`config.mk`:
```
export PLATFORM = sky130hd
export DESIGN_NAME = lca_ram
export DESIGN_NICKNAME = d
export VERILOG_FILES = /design/src/rtl/core/lca_ram.sv
export SDC_FILE = /design/constraint.sdc
export NUM_CORES = 1
export LEC_CHECK = 0
export BUFFER_PORTS_ARGS = -buffer_cell sky130_fd_sc_hd__buf_4
export CAP_MARGIN = 30
export CORE_MARGIN = 3
export CORE_UTILIZATION = 40
export CTS_CLUSTER_DIAMETER = 60
export DETAILED_ROUTE_END_ITERATION = 10
export SYNTH_ARGS = -nofsm -noshare
export SYNTH_HDL_FRONTEND = slang
export SYNTH_SLANG_ARGS = --single-unit
```
`constraint.sdc`:
```
create_clock -name clock -period 4.1 [get_ports clock]
set_input_delay 0.82 -clock clock [delete_from_list [all_inputs] [get_ports clock]]
set_output_delay 0.82 -clock clock [all_outputs]
set_load 0.03 [all_outputs]
```
`src/rtl/core/lca_ram.sv`:
```
// ----------------------------------------------------------------------------
// LCA generic RAM
// Single write port, single read port, registered read data.
// ----------------------------------------------------------------------------
module lca_ram #(
   parameter int WIDTH = 8,
   parameter int DEPTH = 16,
   parameter int AW    = $clog2(DEPTH)
) (
   input  logic             clock,
   input  logic             wr_en,
   input  logic [AW-1:0]    wr_addr,
   input  logic [WIDTH-1:0] wr_data,
   input  logic [AW-1:0]    rd_addr,
   output logic [WIDTH-1:0] rd_data
);

   logic [WIDTH-1:0] mem [DEPTH];

   always_ff @(posedge clock) begin
      if (wr_en) begin
         mem[wr_addr] <= wr_data;
      end
      rd_data <= mem[rd_addr];
   end

endmodule

```
; ---- After elaboration in Yosys (flattened, before gate mapping)
; Memories as Yosys holds them, arrays and structs flattened. A register that Yosys moved wholly into a read port is not among the register bits.
; Cells that the tools add are included.
[totals]
n_memories = 1
reg_bits = 0
ramBits = 128
[op_classes]
muxes = 2
[memory_table]
columns = name, depth, width, read_ports, rd_clocked_by_memory_dff, wr, line
row1 = mem, 16, 8, 1, 1, 1, 18  ; logic [WIDTH-1:0] mem [DEPTH];
[op_table]
columns = operator, n
row1 = 2-to-1 mux 1 bit, 2

; ---- Logic depth before layout (Yosys ltp)
; Gate-level depths: netlist of the first run.
[logic_depth]
ltp_word = 2
ltp_mapped = 5
depth_no_buf = 3

; ---- Least setup slack after synthesis of the first run
; No wires, ideal clock.
[synth_timing]
path_type = input -> register
startpoint = input port wr_addr[2]
endpoint = memory mem[0][0] (enable)
arrival_time_ns = 1.930
cell_stages = 2
path_buffers = 0
t_required_ns = 3.717
setup_slack_ns = 1.787
cell_sequence = or3b_2 -> nor3_1
[synth_lines]
columns = item, line
row1 = from (decl), 12  ; input logic [AW-1:0] wr_addr,
row2 = to (decl), 18
; Straight into the memory's write port.

; ---- Worst setup path in the final report of the first run
[layout_timing]
startpoint = input port wr_addr[2]
endpoint = memory mem[0][2] (enable)
; Straight into the memory's write port.

==> flow_summary.yaml, run 1 <==
synth:
  synth_cell_types: 19
  synth_area_sq_um: 5150
  synth_seq_cells: 136
  synth_area_leaders: "edfxtp_1 75%, mux4_2 7.9%, mux4_1 7.1%, dfxtp_1 3.1%, a22oi_1 2.3%"
  synth_top_area_share_pct: 74.7
  yosysTopAreaCell: "edfxtp_1"
  yosys_warnings: 0
  ys_seq_area_share_pct: 77.8
  postSynthCellCount: 229
  syn_avg_cell_area_sq_um: 22.5
  synth_fp_nets: 247
die:
  core_sq_um: 12300
  fp.dieW_um: 119
  die_y_um: 119
  dieArea_sq_um: 14300
  start_util_pct: 41.8
  ios: 26
  rows: 40
critical_path:
  cp-start-kind: "primary input"
  slowest_delay_ns: 0.61
  crit_type: "in2reg"
  endpoint_kind: "flop"
  cp_top_family: "simple AND/OR/NAND/NOR gates"
  path_common_cell: "buf_4"
  crit_chain: "buf_4 > or3b_2 > nor3_1 > buf_4"
  path_buf_inv: 2
  cp.arrival_ns: 2.32
  crit_fanout: 5
  required_ns: 4.22
  crit_slowest_cell: "nor3_1"
  worst_r2r_startpoint: "mem[0][1]$_DFFE_PP_"
  worstSetupStartpoint: "wr_addr[2]"
routing:
  dr.first_iter.drc_count: 158
  route.detailed.drc: 0
  wl_per_cell_um: 21.8
  first_pass_iters: 4
  num_vias: 2393
  wl_um: 9790
  ant_nets: 0
  avgViaCountPerCell: 5.34
clock_tree:
  cts.sinks: 136
  numCtsBuffers: 17
  cts_tree: "done"
  cts_resized: 0
  clk_pin_slew_ns: 0.05
  clk_path_buf_depth: 2
  cts-htree-levels: 4
  hold_buffers: 0
  clk_latency_ns: 0.41
  cts_setup_buffers: 0
  cts_root_buf: "clkbuf_16"
sta:
  hold_viol: 0
  min_period_over_period_pct: 53.7
  tns_ns: 0
  slew_violations: 0
  final.min_clock_period_ns: 2.20
  finalSetupViolCount: 0
  fmax_mhz: 454
  slew-limit-headroom_pct: 34.9
  worst_pin_slew_ns: 0.973
  rsz0062_at_grt: "false"
  clock_skew_ns: 0.0111
grt:
  grt_max_degree: 33
  grt_use_total_pct: 14.7
  antenna_found_initial: 0
  grt_pass1_vias: 2446
  grt_overflow: 0
  grt_pass1_wl_um: 14800
placed_design:
  gp_congestion: 0.732
  portBuffers: 25
  place_hpwl_um: 6070
final_layout:
  area_growth_pct: 17.6
  drive_gt1_share_pct: 27.5
  nets: 285
  fin_util_pct: 49.2
  final_common_cell: "edfxtp_1"
  final_cell_mix: "128 x edfxtp_1, 29 x buf_4, 18 x mux4_2"
  diodes: 0
pwr:
  max-vdd-ir-drop_mv: 0.280
  leakagePower_nw: 2.01
  pwr_density_cell_nw_per_um2: 521
hold_path:
  hp-class: "reg2reg"
  worstHoldStart: "mem[14][3]$_DFFE_PP_"
status:
  status: "finished, final reports clean"
run:
  maxCapViolations: 0
[worst paths after layout]
kind | depth (start not counted) | to | slack [ns]
worst max-delay path | 4 | mem[0][2]$_DFFE_PP_ | 1.90
worst min-delay path | 3 | rd_data[3]$_DFF_P_ | 0.66
worst max register to register | 3 | rd_data[1]$_DFF_P_ | 2.67
worst min register to register | 3 | rd_data[3]$_DFF_P_ | 0.66
[Yosys cell counts (all sizes together)]
library cell   number
a22oi              16
and2                1
and2b               1
buf                 7
clkdlybuf4s25       3
dfxtp               8
edfxtp            128
mux4               32
nand2               9
nand2b              2
nand3               1
nand3b              2
nor2               13
nor2b               1
nor3                4
or3b                1
[per-stage QoR]
step | power (mW) | hold WS [ns] | worst slack, ns | cell area [sq um] | std cells
floorplan | 1.69 | 0.629 | 1.79 | 5150 | 229
global placement | 1.76 | 0.649 | 1.50 | 5480 | 415
detailed placement | 1.76 | 0.652 | 1.48 | 5490 | 416
CTS | 3.18 | 0.661 | 1.92 | 6050 | 448
global route | 3.25 | 0.706 | 1.80 | 6050 | 448
finish | 3.16 | 0.662 | 1.90 | 6050 | 448
[cell families after synthesis]
group / count (synthesis) / share of synthesized area, %
AND/OR/NAND/NOR: 35 / 3.18
AO/OA/AOI/OAI: 16 / 2.33
flip-flops: 136 / 77.8
buffers and inverters: 10 / 1.68
multiplexers: 32 / 15.0
[worst reg2reg max path, delay by kind of cell, from the launching register on]
family             cells  cell delay, ns
muxes                  1            0.51
DFF                    1            0.38
AOI/OAI and AO/OA      1            0.28
and+or+nand+nor        1            0.12
[metal layers]
| metal | track usage (%) | vias to the layer above | wire, um |
|---|---|---|---|
| li1 | - | 1046 | - |
| met1 | 19.6 | 1259 | 4330 |
| met2 | 22.4 | 81 | 4760 |
| met3 | 5.37 | 7 | 576 |
| met4 | 5.58 | 0 | 119 |
| met5 | 0 | - | 0 |
[flip-flops by register name (all words and copies together) (netlist names)]
name	count
rd_data	8
mem	128
[area by class of cell]
type	count	area, sq um
Clock buffer	19	433
Clock inverter	13	131
Fill cell	1053	6260
Multi-Input combinational cell	83	1060
Sequential cell	136	4000
Tap cell	168	210
Timing Repair Buffer	29	218
[power by group]
group	switching [mW]	internal, mW
combinational	0.0987	0.0659
sequential	0.00778	1.55
clock	0.540	0.889
total	0.647	2.51
No activity file was read; power rests on OpenSTA's default activity.
==> run 2: changes to the inputs <==
Settings changed: ABC_AREA from default to 1.
Clock period 4.1 ns to 2.1 ns, I/O delays scaled along.
==> run 2 against run 1 <==
Effect of this change: global-route usage increased by 2.2 points; critical path depth is 3 lower; clock power increased by 98%; die area increased by 11%; combinational power increased to 2.5 times the previous value; cell count grew 76%; worst setup slack got worse by 1.2 ns; first-iteration DRC count rose by 78%; register-to-register slack got worse by 1.6 ns; clock skew shrank 0.0025 ns; largest cell class unchanged.
==> flow_summary.yaml, run 2 <==
status:
  status: "finished, final reports clean"
routing:
  wl_um: 12800
  dr.first_iter.drc_count: 282
  route.detailed.drc: 0
  wl_per_cell_um: 16.3
  first_pass_iters: 4
  ant_nets: 0
  avgViaCountPerCell: 4.76
  num_vias: 3749
die:
  rows: 43
  dieArea_sq_um: 15900
  start_util_pct: 41.2
  ios: 26
  fp.dieW_um: 126
  die_y_um: 126
  core_sq_um: 14000
critical_path:
  path_buf_inv: 1
  required_ns: 1.68
  slowest_delay_ns: 0.39
  endpoint_kind: "output pin"
  crit_fanout: 1
  cp.arrival_ns: 0.98
  cp-start-kind: "flop"
  cp_top_family: "flip-flops"
  crit_chain: "buf_4"
  crit_type: "reg2out"
  crit_slowest_cell: "dfxtp_1"
clock_tree:
  clk_pin_slew_ns: 0.06
  cts.sinks: 136
  cts_resized: 0
  cts_tree: "done"
  clk_path_buf_depth: 2
  clk_latency_ns: 0.41
  hold_buffers: 0
  cts-htree-levels: 4
  cts_root_buf: "clkbuf_16"
  numCtsBuffers: 17
  cts_setup_buffers: 0
sta:
  final.min_clock_period_ns: 1.40
  fmax_mhz: 715
  slew-limit-headroom_pct: 61.3
  rsz0062_at_grt: "false"
  finalSetupViolCount: 0
  slew_violations: 0
  hold_viol: 0
  min_period_over_period_pct: 66.6
  hold_ws_ns: 0.340
  worst_pin_slew_ns: 0.580
  clock_skew_ns: 0.00863
  tns_ns: 0
grt:
  grt_overflow: 0
  grt_max_degree: 33
  antenna_found_initial: 0
  grt_pass1_vias: 3790
  grt_pass1_wl_um: 20400
  grt_use_total_pct: 16.9
placed_design:
  place_hpwl_um: 8110
  gp_congestion: 0.797
  portBuffers: 25
synth:
  yosys_warnings: 0
  yosys-top-cells-count: "173 x nand2_1, 128 x edfxtp_1, 100 x inv_1, 97 x nand3_1, 17 x nor2_1"
  synth_fp_nets: 569
  postSynthCellCount: 551
  synth_cell_types: 12
  yosysTopAreaCell: "edfxtp_1"
  syn_avg_cell_area_sq_um: 10.5
  synth_area_leaders: "edfxtp_1 67%, nand2_1 11%, nand3_1 8.4%, inv_1 6.5%, dfxtp_1 2.8%"
  synth_area_sq_um: 5770
  synth_seq_cells: 136
  synth-edff-count: 128
  synth_top_area_share_pct: 66.7
  async_flop_share_pct: 0
  yosysMostFrequentCell: "nand2_1"
  ys_seq_area_share_pct: 69.4
  synth_ff_type: "edfxtp_1"
pwr:
  leakagePower_nw: 2.93
  pwr_density_cell_nw_per_um2: 932
  max-vdd-ir-drop_mv: 0.517
hold_path:
  hp-class: "in2reg"
final_layout:
  nets: 612
  final_common_cell: "nand2_1"
  area_growth_pct: 17.2
  drive_gt1_share_pct: 13.0
  top_register: "mem"
  largest_reg_flops: 128
  final_cell_mix: "173 x nand2_1, 128 x edfxtp_1, 100 x inv_1"
  diodes: 0
  top_regs: "mem: 128 flops, rd_data: 8 flops"
run:
  maxCapViolations: 0
==> run 2: metal layers <==
| layer | share of wire [%] | vias to the layer above | GRT usage [%] |
|---|---|---|---|
| li1 | - | 1858 | - |
| met1 | 45 | 1786 | 22.4 |
| met2 | 48 | 89 | 27.9 |
| met3 | 4.5 | 16 | 3.44 |
| met4 | 1.8 | 0 | 6.12 |
| met5 | 0 | - | 0 |
==> run 2: area by class of cell <==
class,instances,area [sq um]
inverter,102,383
tap,180,225
clock buffer,18,429
clock inverter,14,133
fill,1281,7230
multi-input combinational,289,1210
timing repair buffer,48,373
sequential,136,4000
==> run 2: stage by stage <==
stage / power (mW) / setup slack, ns / util [%] / cells / instance area (sq um)
3_5_place_dp: 3.54 / 0.407 / 44.3 / 755 / 6200
3_3_place_gp: 3.53 / 0.420 / 44.3 / 755 / 6200
4_1_cts: 6.35 / 0.669 / 48.3 / 787 / 6760
6_report: 6.30 / 0.702 / 48.3 / 787 / 6760
2_1_floorplan: 3.36 / 0.729 / - / 551 / 5770
5_1_grt: 6.50 / 0.677 / 48.3 / 787 / 6760
==> run 2: kinds of logic (layout without fill, tap and decap cells) <==
group,Yosys count,count (layout),synth area share [%]
buffers and inverters,126,182,9.52
DFF,136,136,69.4
and+or+nand+nor,289,289,21.0
==> run 2: report_power, final <==
group | switching, mW | leakage (nW) | internal, mW | total (mW)
clock network | 1.10 | 0.271 | 1.73 | 2.83
logic | 0.290 | 1.44 | 0.130 | 0.420
registers | 0.0215 | 1.22 | 3.03 | 3.06
total | 1.41 | 2.93 | 4.89 | 6.30
==> run 2: final timing paths <==
path / endpoint / startpoint / depth (start not counted) / slack, ns
worst max-delay path: rd_data[5] / rd_data[5]$_DFF_P_ / 1 / 0.70
worst min-delay path: rd_data[6]$_DFF_P_ / rd_addr[3] / 3 / 0.34
worst max register to register: rd_data[5]$_DFF_P_ / mem[11][5]$_DFFE_PP_ / 6 / 1.03
worst min register to register: rd_data[6]$_DFF_P_ / mem[15][6]$_DFFE_PP_ / 6 / 0.67
==> run 3: changes to the inputs <==
Clock period 2.1 ns to 1.26 ns, I/O delays scaled along.
==> run 3 against run 2 <==
Effect of this change: die area unchanged; clock power up 85%; sequential share of layout area down 1.3 points; cell count up 0.38%; largest cell class unchanged.
==> flow_summary.yaml, run 3 (synthesis gave the netlist of run 2 again) <==
status:
  status: "finished, final reports clean"
grt:
  grt_pass1_vias: 3691
  grt_use_total_pct: 16.8
  grt_pass1_wl_um: 20200
  grt_max_degree: 51
  grt_overflow: 0
  antenna_found_initial: 0
critical_path:
  crit_fanout: 1
  slowest_delay_ns: 0.35
  cp_top_family: "flip-flops"
  crit_slowest_cell: "dfxtp_1"
  reg2regPathDepth: 6
  endpoint_kind: "output pin"
  timing.rr.end: "rd_data[1]$_DFF_P_"
  cp.arrival_ns: 0.93
  required_ns: 1.01
  crit_type: "reg2out"
  path_buf_inv: 1
  crit_chain: "buf_4"
  cp-start-kind: "flop"
  worst_r2r_startpoint: "mem[2][1]$_DFFE_PP_"
  rrSetupSlack_ns: 0.25
  worstSetupStartpoint: "rd_data[0]$_DFF_P_"
routing:
  dr.first_iter.drc_count: 330
  met1_length_um: 5680
  wl_um: 12700
  first_pass_iters: 5
  wl_per_cell_um: 16.0
  top_layer: "met4"
  wl_met2_um: 5990
  route.detailed.drc: 0
  num_vias: 3811
  wl_met3_um: 750
  ant_nets: 0
  avgViaCountPerCell: 4.82
final_layout:
  drive_gt1_share_pct: 13.8
  final_common_cell: "nand2_1"
  nets: 615
  largest_reg_flops: 128
  final_cell_mix: "173 x nand2_1, 128 x edfxtp_1, 100 x inv_1"
  diodes: 0
  top_register: "mem"
  final_area_sq_um: 6910
  top_regs: "mem: 128 flops, rd_data: 8 flops"
  area_growth_pct: 19.8
  fillCellCount: 1254
hold_path:
  hp-class: "in2reg"
  worstHoldPathCells: 3
  worstHoldStart: "rd_addr[3]"
  hold_path_end: "rd_data[0]$_DFF_P_"
clock_tree:
  cts_resized: 0
  hold_buffers: 0
  cts-htree-levels: 4
  cts_tree: "done"
  clk_path_buf_depth: 2
  cts.sinks: 136
  clk_pin_slew_ns: 0.06
  clk_latency_ns: 0.41
  numCtsBuffers: 17
  cts_setup_buffers: 0
  cts_root_buf: "clkbuf_16"
placed_design:
  pre_cts_slack_ns: -0.0908
  gp_congestion: 0.798
  place_area_sq_um: 6270
  place_hpwl_um: 7950
  portBuffers: 25
die:
  dieArea_sq_um: 15900
  core_sq_um: 14000
  fp.dieW_um: 126
  rows: 43
  ios: 26
  start_util_pct: 41.2
  die_y_um: 126
pwr:
  leakagePower_nw: 3.00
  pwr_density_cell_nw_per_um2: 1600
  max-vdd-ir-drop_mv: 0.822
sta:
  worst_pin_slew_ns: 0.310
  min_period_over_period_pct: 94.1
  finalSetupViolCount: 0
  slew-limit-headroom_pct: 79.3
  rsz0062_at_grt: "false"
  fmax_mhz: 843
  clock_skew_ns: 0.00423
  slew_violations: 0
  finalWorstSetupSlack_ns: 0.0738
  hold_viol: 0
  final.min_clock_period_ns: 1.19
run:
  maxCapViolations: 0
-- run 3: cell types whose count changed in the layout (fill, tap and decap cells not counted), moves of 2 or more --
cell	change
clkbuf_8	+3
clkinv_1	-2
bufinv_16	+2
clkinv_2	-3
buf_12	+4
-- run 3: power by group --
group | switching (mW) | internal (mW) | total [mW] | leakage [nW]
Sequential | 0.0290 | 5.06 | 5.09 | 1.22
Combinational | 0.492 | 0.241 | 0.733 | 1.47
Clock | 1.77 | 3.47 | 5.24 | 0.302
-- run 3: worst max-delay path by stage --
stage / endpoint / slack [ns] / cells after the start
floorplan: mem[4][0]$_DFFE_PP_ / 0.06 / 2
global placement: rd_data[4]$_DFF_P_ / -0.08 / 8
detailed placement: rd_data[7]$_DFF_P_ / -0.09 / 8
CTS: rd_data[0] / 0.04 / 1
global route: rd_data[0] / 0.02 / 1
finish: rd_data[0] / 0.07 / 1
-- run 3: per-stage QoR --
| stage | utilization [%] | std cells | TNS (ns) | hold slack, ns | total power, mW |
|---|---|---|---|---|---|
| finish | 49.4 | 790 | 0 | 0.156 | 11.1 |
| CTS | 49.4 | 790 | 0 | 0.143 | 11.1 |
| floorplan | - | 551 | 0 | 0.351 | 5.59 |
| detailed placement | 44.8 | 758 | -0.566 | 0.578 | 5.92 |
| global placement | 44.8 | 758 | -0.233 | 0.571 | 5.90 |
| global route | 49.4 | 790 | 0 | 0.164 | 11.4 |
-- run 3: layout make-up --
class	count	area [sq um]	area share [%]
flip-flops and latches	136	4000	57.9
multi-input cells	289	1210	17.6
clock buffers	21	470	6.81
repair buffers	51	445	6.45
inverters	102	383	5.54
well taps	180	225	3.26
clock inverters	11	169	2.44
-- run 3: metal layers --
layer	vias up	GRT usage (%)
met3	19	3.52
met2	120	26.6
met4	0	7.38
li1	1862	-
met5	-	0
met1	1810	22.5
